==> config.mk <==
export PLATFORM = sky130hd
export DESIGN_NAME = coalesced_hash_table_core
export DESIGN_NICKNAME = d
export VERILOG_FILES = /design/src/rtl/cht_pkg.sv /design/src/rtl/coalesced_hash_table_core.sv
export SDC_FILE = /design/constraint.sdc
export NUM_CORES = 1
export LEC_CHECK = 0
export BUFFER_PORTS_ARGS = -buffer_cell sky130_fd_sc_hd__buf_2
export CORE_AREA = 2 2 343 345
export CTS_CLUSTER_SIZE = 20
export DETAILED_ROUTE_END_ITERATION = 16
export DIE_AREA = 0 0 345 347
export SYNTH_ARGS = -nofsm -noshare
export SYNTH_HDL_FRONTEND = slang
export SYNTH_SLANG_ARGS = --single-unit
==> constraint.sdc <==
create_clock -name aclk -period 6.2 [get_ports aclk]
set_clock_uncertainty 0.05 [all_clocks]
set_input_delay 0.93 -clock aclk [delete_from_list [all_inputs] [get_ports aclk]]
set_output_delay 0.93 -clock aclk [all_outputs]
set_load 0.1 [all_outputs]
==> src/rtl/cht_pkg.sv <==
`default_nettype none

package cht_pkg;

    // Field widths of the request and result channels.
    localparam int KEY_W    = 32;
    localparam int VALUE_W  = 32;
    localparam int STATUS_W = 3;

    typedef logic [KEY_W-1:0]    key_t;
    typedef logic [VALUE_W-1:0]  value_t;
    typedef logic [STATUS_W-1:0] status_t;

    // Result status codes.
    localparam status_t ST_INSERTED  = 3'd0;
    localparam status_t ST_FOUND     = 3'd1;
    localparam status_t ST_NOT_FOUND = 3'd2;
    localparam status_t ST_FULL      = 3'd3;
    localparam status_t ST_BAD_KEY   = 3'd4;

    // Request commands.
    localparam logic CMD_INSERT = 1'b0;
    localparam logic CMD_SEARCH = 1'b1;

    // The home slot comes from a byte fold of the key and a reciprocal multiply.
    // The fold width covers every table size up to 1024 slots.
    localparam int FOLD_W     = 20;
    localparam int MAGIC_W    = FOLD_W + 1;
    localparam int MOD_STAGES = 3;
    localparam int MOD_CNT_W  = 2;

endpackage

`default_nettype wire

==> src/rtl/coalesced_hash_table_core.sv <==
`default_nettype none

// Coalesced hash table: one insert or search request at a time, one result per request.
// A request with key zero goes straight to the result. Otherwise the core finds the home slot through
// the fold and reciprocal stages, follows the chain one slot at a time, scans slot by slot for a free
// one where needed, writes the tail link or reads the value where needed, and then loads the result.
// A new request is taken only in the idle state, entered once the result is loaded; one result waits.
// After reset a clearing pass over every slot empties the table before the first request.
module coalesced_hash_table_core #(
    parameter int SLOTS = 16
) (
    input  wire logic                         aclk,
    input  wire logic                         aresetn,
    input  wire logic                         s_valid,
    output logic                              s_ready,
    input  wire logic                         s_command,
    input  wire logic [cht_pkg::KEY_W-1:0]    s_key,
    input  wire logic [cht_pkg::VALUE_W-1:0]  s_value,
    output logic                              m_valid,
    input  wire logic                         m_ready,
    output logic [cht_pkg::STATUS_W-1:0]      m_status,
    output logic [cht_pkg::VALUE_W-1:0]       m_found_value
);

    localparam int IW = (SLOTS > 1) ? $clog2(SLOTS) : 1;
    localparam int LW = $clog2(SLOTS + 1);
    localparam int KW = cht_pkg::KEY_W;
    localparam int MW = KW + LW;
    localparam int FW = cht_pkg::FOLD_W;
    localparam int GW = cht_pkg::MAGIC_W;
    localparam int PW = FW + GW;
    localparam int CW = cht_pkg::MOD_CNT_W;

    // Reciprocal of SLOTS, exact for every fold value below 2^FW.
    localparam int     MOD_SH = FW + $clog2(SLOTS);
    localparam longint MAGIC  =
        ((longint'(1) << MOD_SH) + longint'(SLOTS) - 1) / longint'(SLOTS);

    localparam logic [IW-1:0] LAST_IX = IW'(SLOTS - 1);
    localparam logic [LW-1:0] NO_LINK = LW'(SLOTS);
    localparam logic [LW-1:0] SCAN_END = LW'(SLOTS - 1);
    localparam logic [GW-1:0] MAGIC_K = GW'(MAGIC);
    localparam logic [FW-1:0] FOLD_C1 = FW'((1 << 8) % SLOTS);
    localparam logic [FW-1:0] FOLD_C2 = FW'((1 << 16) % SLOTS);
    localparam logic [FW-1:0] FOLD_C3 = FW'((1 << 24) % SLOTS);
    localparam logic [FW-1:0] SLOTS_F = FW'(SLOTS);
    localparam logic [CW-1:0] LAST_MOD = CW'(cht_pkg::MOD_STAGES - 1);

    localparam logic [2:0] S_CLEAR = 3'd0;
    localparam logic [2:0] S_IDLE  = 3'd1;
    localparam logic [2:0] S_MOD   = 3'd2;
    localparam logic [2:0] S_WALK  = 3'd3;
    localparam logic [2:0] S_SCAN  = 3'd4;
    localparam logic [2:0] S_LINK  = 3'd5;
    localparam logic [2:0] S_VAL   = 3'd6;
    localparam logic [2:0] S_FIN   = 3'd7;

    // Slot memories: key and link together, value apart.
    logic [MW-1:0]               meta_mem [SLOTS];
    logic [cht_pkg::VALUE_W-1:0] val_mem  [SLOTS];
    logic [MW-1:0]               meta_q;
    logic [cht_pkg::VALUE_W-1:0] val_q;

    logic [2:0]                         state_reg, state_next;
    logic [IW-1:0]                      cur_reg, cur_next;
    logic [LW-1:0]                      steps_reg, steps_next;
    logic [CW-1:0]                      mod_cnt_reg, mod_cnt_next;
    logic [FW-1:0]                      fold_reg, fold_next;
    logic [FW-1:0]                      quot_reg, quot_next;
    logic [IW-1:0]                      tail_reg, tail_next;
    logic [KW-1:0]                      tail_key_reg, tail_key_next;
    logic                               cmd_reg;
    logic [KW-1:0]                      key_reg;
    logic [cht_pkg::VALUE_W-1:0]        val_reg;
    cht_pkg::status_t                   res_status_reg, res_status_next;
    logic [cht_pkg::VALUE_W-1:0]        res_value_reg, res_value_next;
    logic                               m_valid_reg, m_valid_next;
    cht_pkg::status_t                   m_status_reg, m_status_next;
    logic [cht_pkg::VALUE_W-1:0]        m_found_value_reg, m_found_value_next;

    logic                               meta_we;
    logic [IW-1:0]                      meta_wa;
    logic [MW-1:0]                      meta_wd;
    logic                               val_we;
    logic [PW-1:0]                      mod_prod;
    logic [IW-1:0]                      mod_rem;
    logic [IW-1:0]                      cur_wrap;
    logic [KW-1:0]                      meta_key;
    logic [LW-1:0]                      meta_link;
    logic                               link_ok;
    logic                               accept;

    assign accept    = s_valid && s_ready;
    assign s_ready   = (state_reg == S_IDLE);
    assign m_valid   = m_valid_reg;
    assign m_status  = m_status_reg;
    assign m_found_value = m_found_value_reg;

    assign meta_key  = meta_q[MW-1:LW];
    assign meta_link = meta_q[LW-1:0];
    assign link_ok   = (meta_link < NO_LINK);
    assign cur_wrap  = (cur_reg == LAST_IX) ? '0 : cur_reg + 1'b1;

    // Home slot, first stage: fold the key bytes with their weights modulo SLOTS.
    assign fold_next = FW'(key_reg[7:0])
                     + FW'(key_reg[15:8])  * FOLD_C1
                     + FW'(key_reg[23:16]) * FOLD_C2
                     + FW'(key_reg[31:24]) * FOLD_C3;

    // Second stage: quotient of the fold by a reciprocal multiply.
    assign mod_prod  = PW'(fold_reg) * PW'(MAGIC_K);
    assign quot_next = FW'(mod_prod >> MOD_SH);

    // Third stage: what is left after the quotient is below SLOTS.
    assign mod_rem   = IW'(fold_reg - quot_reg * SLOTS_F);

    // Sequencer: clear, find home slot, walk chain, scan for a free slot, link or read the value, answer.
    always_comb begin
        state_next         = state_reg;
        cur_next           = cur_reg;
        steps_next         = steps_reg;
        mod_cnt_next       = mod_cnt_reg;
        tail_next          = tail_reg;
        tail_key_next      = tail_key_reg;
        res_status_next    = res_status_reg;
        res_value_next     = res_value_reg;
        m_valid_next       = m_valid_reg && !m_ready;
        m_status_next      = m_status_reg;
        m_found_value_next = m_found_value_reg;
        meta_we            = 1'b0;
        meta_wa            = cur_reg;
        meta_wd            = {key_reg, NO_LINK};
        val_we             = 1'b0;

        unique case (state_reg)
            S_CLEAR: begin
                meta_we = 1'b1;
                meta_wd = {{KW{1'b0}}, NO_LINK};
                cur_next = cur_wrap;
                if (cur_reg == LAST_IX) begin
                    state_next = S_IDLE;
                end
            end
            S_IDLE: begin
                if (accept) begin
                    mod_cnt_next = '0;
                    steps_next   = '0;
                    if (s_key == '0) begin
                        res_status_next = cht_pkg::ST_BAD_KEY;
                        res_value_next  = '0;
                        state_next      = S_FIN;
                    end else begin
                        state_next = S_MOD;
                    end
                end
            end
            S_MOD: begin
                mod_cnt_next = mod_cnt_reg + 1'b1;
                if (mod_cnt_reg == LAST_MOD) begin
                    cur_next   = mod_rem;
                    state_next = S_WALK;
                end
            end
            S_WALK: begin
                res_value_next = '0;
                if (cmd_reg == cht_pkg::CMD_INSERT) begin
                    if (meta_key == '0) begin
                        // Empty home slot takes the entry directly.
                        meta_we         = 1'b1;
                        val_we          = 1'b1;
                        res_status_next = cht_pkg::ST_INSERTED;
                        state_next      = S_FIN;
                    end else if (link_ok && (steps_reg < NO_LINK)) begin
                        cur_next   = meta_link[IW-1:0];
                        steps_next = steps_reg + 1'b1;
                    end else begin
                        // Tail reached: remember it and scan from the next slot.
                        tail_next     = cur_reg;
                        tail_key_next = meta_key;
                        cur_next      = cur_wrap;
                        steps_next    = LW'(1);
                        state_next    = S_SCAN;
                    end
                end else begin
                    if (meta_key == key_reg) begin
                        state_next = S_VAL;
                    end else if (!link_ok || (steps_reg == NO_LINK)) begin
                        res_status_next = cht_pkg::ST_NOT_FOUND;
                        state_next      = S_FIN;
                    end else begin
                        cur_next   = meta_link[IW-1:0];
                        steps_next = steps_reg + 1'b1;
                    end
                end
            end
            S_SCAN: begin
                if (meta_key == '0) begin
                    meta_we    = 1'b1;
                    val_we     = 1'b1;
                    state_next = S_LINK;
                end else if (steps_reg == SCAN_END) begin
                    res_status_next = cht_pkg::ST_FULL;
                    state_next      = S_FIN;
                end else begin
                    steps_next = steps_reg + 1'b1;
                    cur_next   = cur_wrap;
                end
            end
            S_LINK: begin
                // Point the old tail at the new entry.
                meta_we         = 1'b1;
                meta_wa         = tail_reg;
                meta_wd         = {tail_key_reg, LW'(cur_reg)};
                res_status_next = cht_pkg::ST_INSERTED;
                state_next      = S_FIN;
            end
            S_VAL: begin
                res_status_next = cht_pkg::ST_FOUND;
                res_value_next  = val_q;
                state_next      = S_FIN;
            end
            S_FIN: begin
                if (!m_valid_reg || m_ready) begin
                    m_valid_next       = 1'b1;
                    m_status_next      = res_status_reg;
                    m_found_value_next = res_value_reg;
                    state_next         = S_IDLE;
                end
            end
            default: begin
                state_next = S_IDLE;
            end
        endcase
    end

    // Control registers.
    always_ff @(posedge aclk) begin
        if (!aresetn) begin
            state_reg   <= S_CLEAR;
            cur_reg     <= '0;
            m_valid_reg <= 1'b0;
        end else begin
            state_reg   <= state_next;
            cur_reg     <= cur_next;
            m_valid_reg <= m_valid_next;
        end
    end

    // Payload and working registers.
    always_ff @(posedge aclk) begin
        steps_reg         <= steps_next;
        mod_cnt_reg       <= mod_cnt_next;
        fold_reg          <= fold_next;
        quot_reg          <= quot_next;
        tail_reg          <= tail_next;
        tail_key_reg      <= tail_key_next;
        res_status_reg    <= res_status_next;
        res_value_reg     <= res_value_next;
        m_status_reg      <= m_status_next;
        m_found_value_reg <= m_found_value_next;
        if (accept) begin
            cmd_reg <= s_command;
            key_reg <= s_key;
            val_reg <= s_value;
        end
    end

    // Metadata memory: the read follows the slot the sequencer moves to.
    always_ff @(posedge aclk) begin
        if (meta_we) begin
            meta_mem[meta_wa] <= meta_wd;
        end
        meta_q <= meta_mem[cur_next];
    end

    // Value memory: written on insert, read at the matching slot.
    always_ff @(posedge aclk) begin
        if (val_we) begin
            val_mem[cur_reg] <= val_reg;
        end
        val_q <= val_mem[cur_reg];
    end

`ifndef SYNTHESIS
    a_ready_idle: assert property (@(posedge aclk) disable iff (!aresetn)
        s_ready |-> (state_reg == S_IDLE) && !meta_we)
        else $error("request taken while the table is busy");

    a_bad_key: assert property (@(posedge aclk) disable iff (!aresetn)
        (accept && (s_key == '0)) |=>
            (state_reg == S_FIN) && (res_status_reg == cht_pkg::ST_BAD_KEY))
        else $error("zero key not rejected at once");

    a_value_zero: assert property (@(posedge aclk) disable iff (!aresetn)
        (m_valid && (m_status != cht_pkg::ST_FOUND)) |-> (m_found_value == '0))
        else $error("nonzero value on a result that is not a hit");

    a_link_after_scan: assert property (@(posedge aclk) disable iff (!aresetn)
        (state_reg == S_LINK) |-> ($past(state_reg) == S_SCAN) && ($past(meta_key) == '0))
        else $error("tail linked without a free slot");
`endif

endmodule

`default_nettype wire

==> reports/metrics.csv <==
metric;value;unit
r2r-end;meta_q[24];
totalWireLength;121;mm
die_h;347;µm
grt_max_degree;127;
synth.top_cell.area_share;74.4;%
grt_antenna_before_repair;2;
yosysSeqAreaShare;77.6;%
peakVddDrop;0.000300;V
grt_pass1_vias;26500;
post-dp-hpwl;66.3;mm
setup_violations;0;
synth_top_cell_by_area;edfxtp_1;
ys_warn_count;0;
cpMaxStageDelayCell;nor4_2;
htree_num_levels;4;
min_path_type;input pin to flop;
initial_core_util;44.7;%
path_clk_slew;0.06;ns
cts_tree;built;
power.density;369;mW/mm²
hold_depth;1;
tightest_slew;1.22;ns
cts_root_buf;clkbuf_16;
clk_latency;0.76;ns
vias_per_cell;5.81;
rsz0062_at_grt;false;
drc_errors;0;
final_common_cell;edfxtp_1;
crit_required;6.77;ns
syn_inst;2646;
syn_nets;2723;
cp_num_cells;11;
numPortBuffers;105;
synth_flop_cell;edfxtp_1;
crit_fanout;80;
rr_worst_depth;11;
p_leak;0.0196;µW
fmax;208;MHz
crit_type;flop to flop;
drtIter0Drc;2887;
core;0.116;mm²
nets;2911;
cts_num_sinks;1363;
grt_use_total;20.3;%
hold_slack;0.299;ns
largest_reg_flops;592;
finalMaxSlewViolations;0;
via_count;26000;
numCtsBuffers;142;
dieArea;0.120;mm²
r2r_start;key_reg[12];
synth_edf_count;1282;
cts_resized;0;
cpPeakStageDelay;0.80;ns
synthArstFlopShare;0;%
n_antenna_cell;0;
top_register;meta_mem;
synth_area_leaders;edfxtp_1, mux4_2, mux2i_1;
status;finished, final reports clean;
ioPinCount;106;
critPathCaptureType;flop;
min_from;s_value[16];
area_delta_synth_final;14.1;%
timing.max_cap.violations;0;
maxSlewHeadroom;18.4;%
num_rows;125;
path_delay_family;compound AO/OA/AOI/OAI gates;
final-hold-violation-count;0;
crit_arrival;5.38;ns
ys_seq_elements;1363;
post-route-period-util;77.6;%
grt-ovfl-total;0;
crit_chain;xnor2_1, nand4_1, nor4_2, a21boi_1, o221a_2, o22ai_4, buf_12, mux2i_1, a221oi_2, o21ai_1, a21oi_1;
wire_per_inst;27.2;µm
crit_buf_inv;1;
finalSetupTns;0;ns
reg_top3;meta_mem: 592 flops, val_mem: 512 flops, meta_q: 37 flops;
cts_buffer_depth;3;
syn-cell-area;0.0517;mm²
reg2reg_setup_slack;1.39;ns
die_w;345;µm
cts_setup_buffers;0;
antenna_left;0;
grt_pass1_wl;177;mm
mostFrequentLayoutCells;edfxtp_1, mux2i_1, nand2_1;
drive_above_1_share;22.8;%
post-route-min-period;4.81;ns
cts_hold_buf;0;
syn_area_per_cell;19.5;µm²
holdPathEnd;val_reg[16];
globalplace.congestion;0.837;
cp-start-kind;flop;
first_pass_iters;6;
synth_cell_types;71;
-- worst reg2reg max path, delay by kind of cell (launching register included) --
family	cells	cell delay (ns)
DFF	1	0.45
AOI/OAI and AO/OA	6	2.04
muxes	1	0.34
and+or+nand+nor	2	0.99
buffers and inverters	1	0.46
xor gates and xnor gates	1	0.35
-- layout make-up --
class	count	area (µm²)
Multi-Input combinational cell	1134	11200
Sequential cell	1363	40100
Clock buffer	193	3950
Fill cell	9207	56700
Tap cell	1524	1910
Clock inverter	63	734
Inverter	19	72.6
Timing Repair Buffer	174	1090
-- layer usage --
metal  track usage [%]  wire [µm]  up-vias  share of wire, %
met2              33.5      59800      953                49
met1              28.0      51900    13700                43
met5                 0          0        -                 0
met4              5.76       2500        0               2.1
li1                  -          -    11100                 -
met3              3.29       7250      204               6.0
-- cells in the mapped netlist (19+ instances only) --
master,count
edfxtp_1,1282
clkbuf_1,56
buf_1,19
and2_1,35
dfxtp_1,81
nor3_1,36
nor2_1,74
xnor2_1,34
a221oi_2,26
a21oi_1,53
nand2_1,192
o21ai_1,26
a31oi_1,27
mux4_2,186
a32oi_1,28
a22o_1,32
mux2i_1,200
and3_1,23
buf_2,30
-- kinds of logic after synthesis --
kind of cell               after synthesis  synth area share, %
AOI/OAI and AO/OA                      269                 4.07
xor gates and xnor gates                36                0.610
muxes                                  406                 12.4
buffers and inverters                  149                 1.46
adders and majority gates                8                0.194
and+or+nand+nor                        415                 3.69
DFF                                   1363                 77.6
-- power breakdown --
part           switching (µW)  internal, µW  leakage [µW]
Sequential                224         10300        0.0129
Combinational            1600          1180       0.00441
Clock                    3460          4990       0.00229
-- metrics by stage --
step	total power, µW	util [%]	setup WS, ns	cell area [µm²]	std cells
global route	22500	51.0	1.19	59000	4470
detailed placement	13500	47.0	1.54	54400	4214
floorplan	12700	-	1.88	51700	2646
finish	21800	51.0	1.39	59000	4470
CTS	22000	51.0	1.50	59000	4470
global placement	13500	47.0	1.60	54400	4214
-- worst max path at each step --
stage	startpoint	end	slack, ns
6_report	key_reg[12]	meta_q[24]	1.39
3_3_place_gp	key_reg[12]	meta_q[24]	1.60
5_1_grt	key_reg[0]	meta_q[24]	1.19
4_1_cts	key_reg[12]	meta_q[24]	1.50
3_5_place_dp	key_reg[0]	meta_q[24]	1.54
2_1_floorplan	meta_q[31]	val_mem[1][0]	1.88
Power figures use the tool's default switching activity.
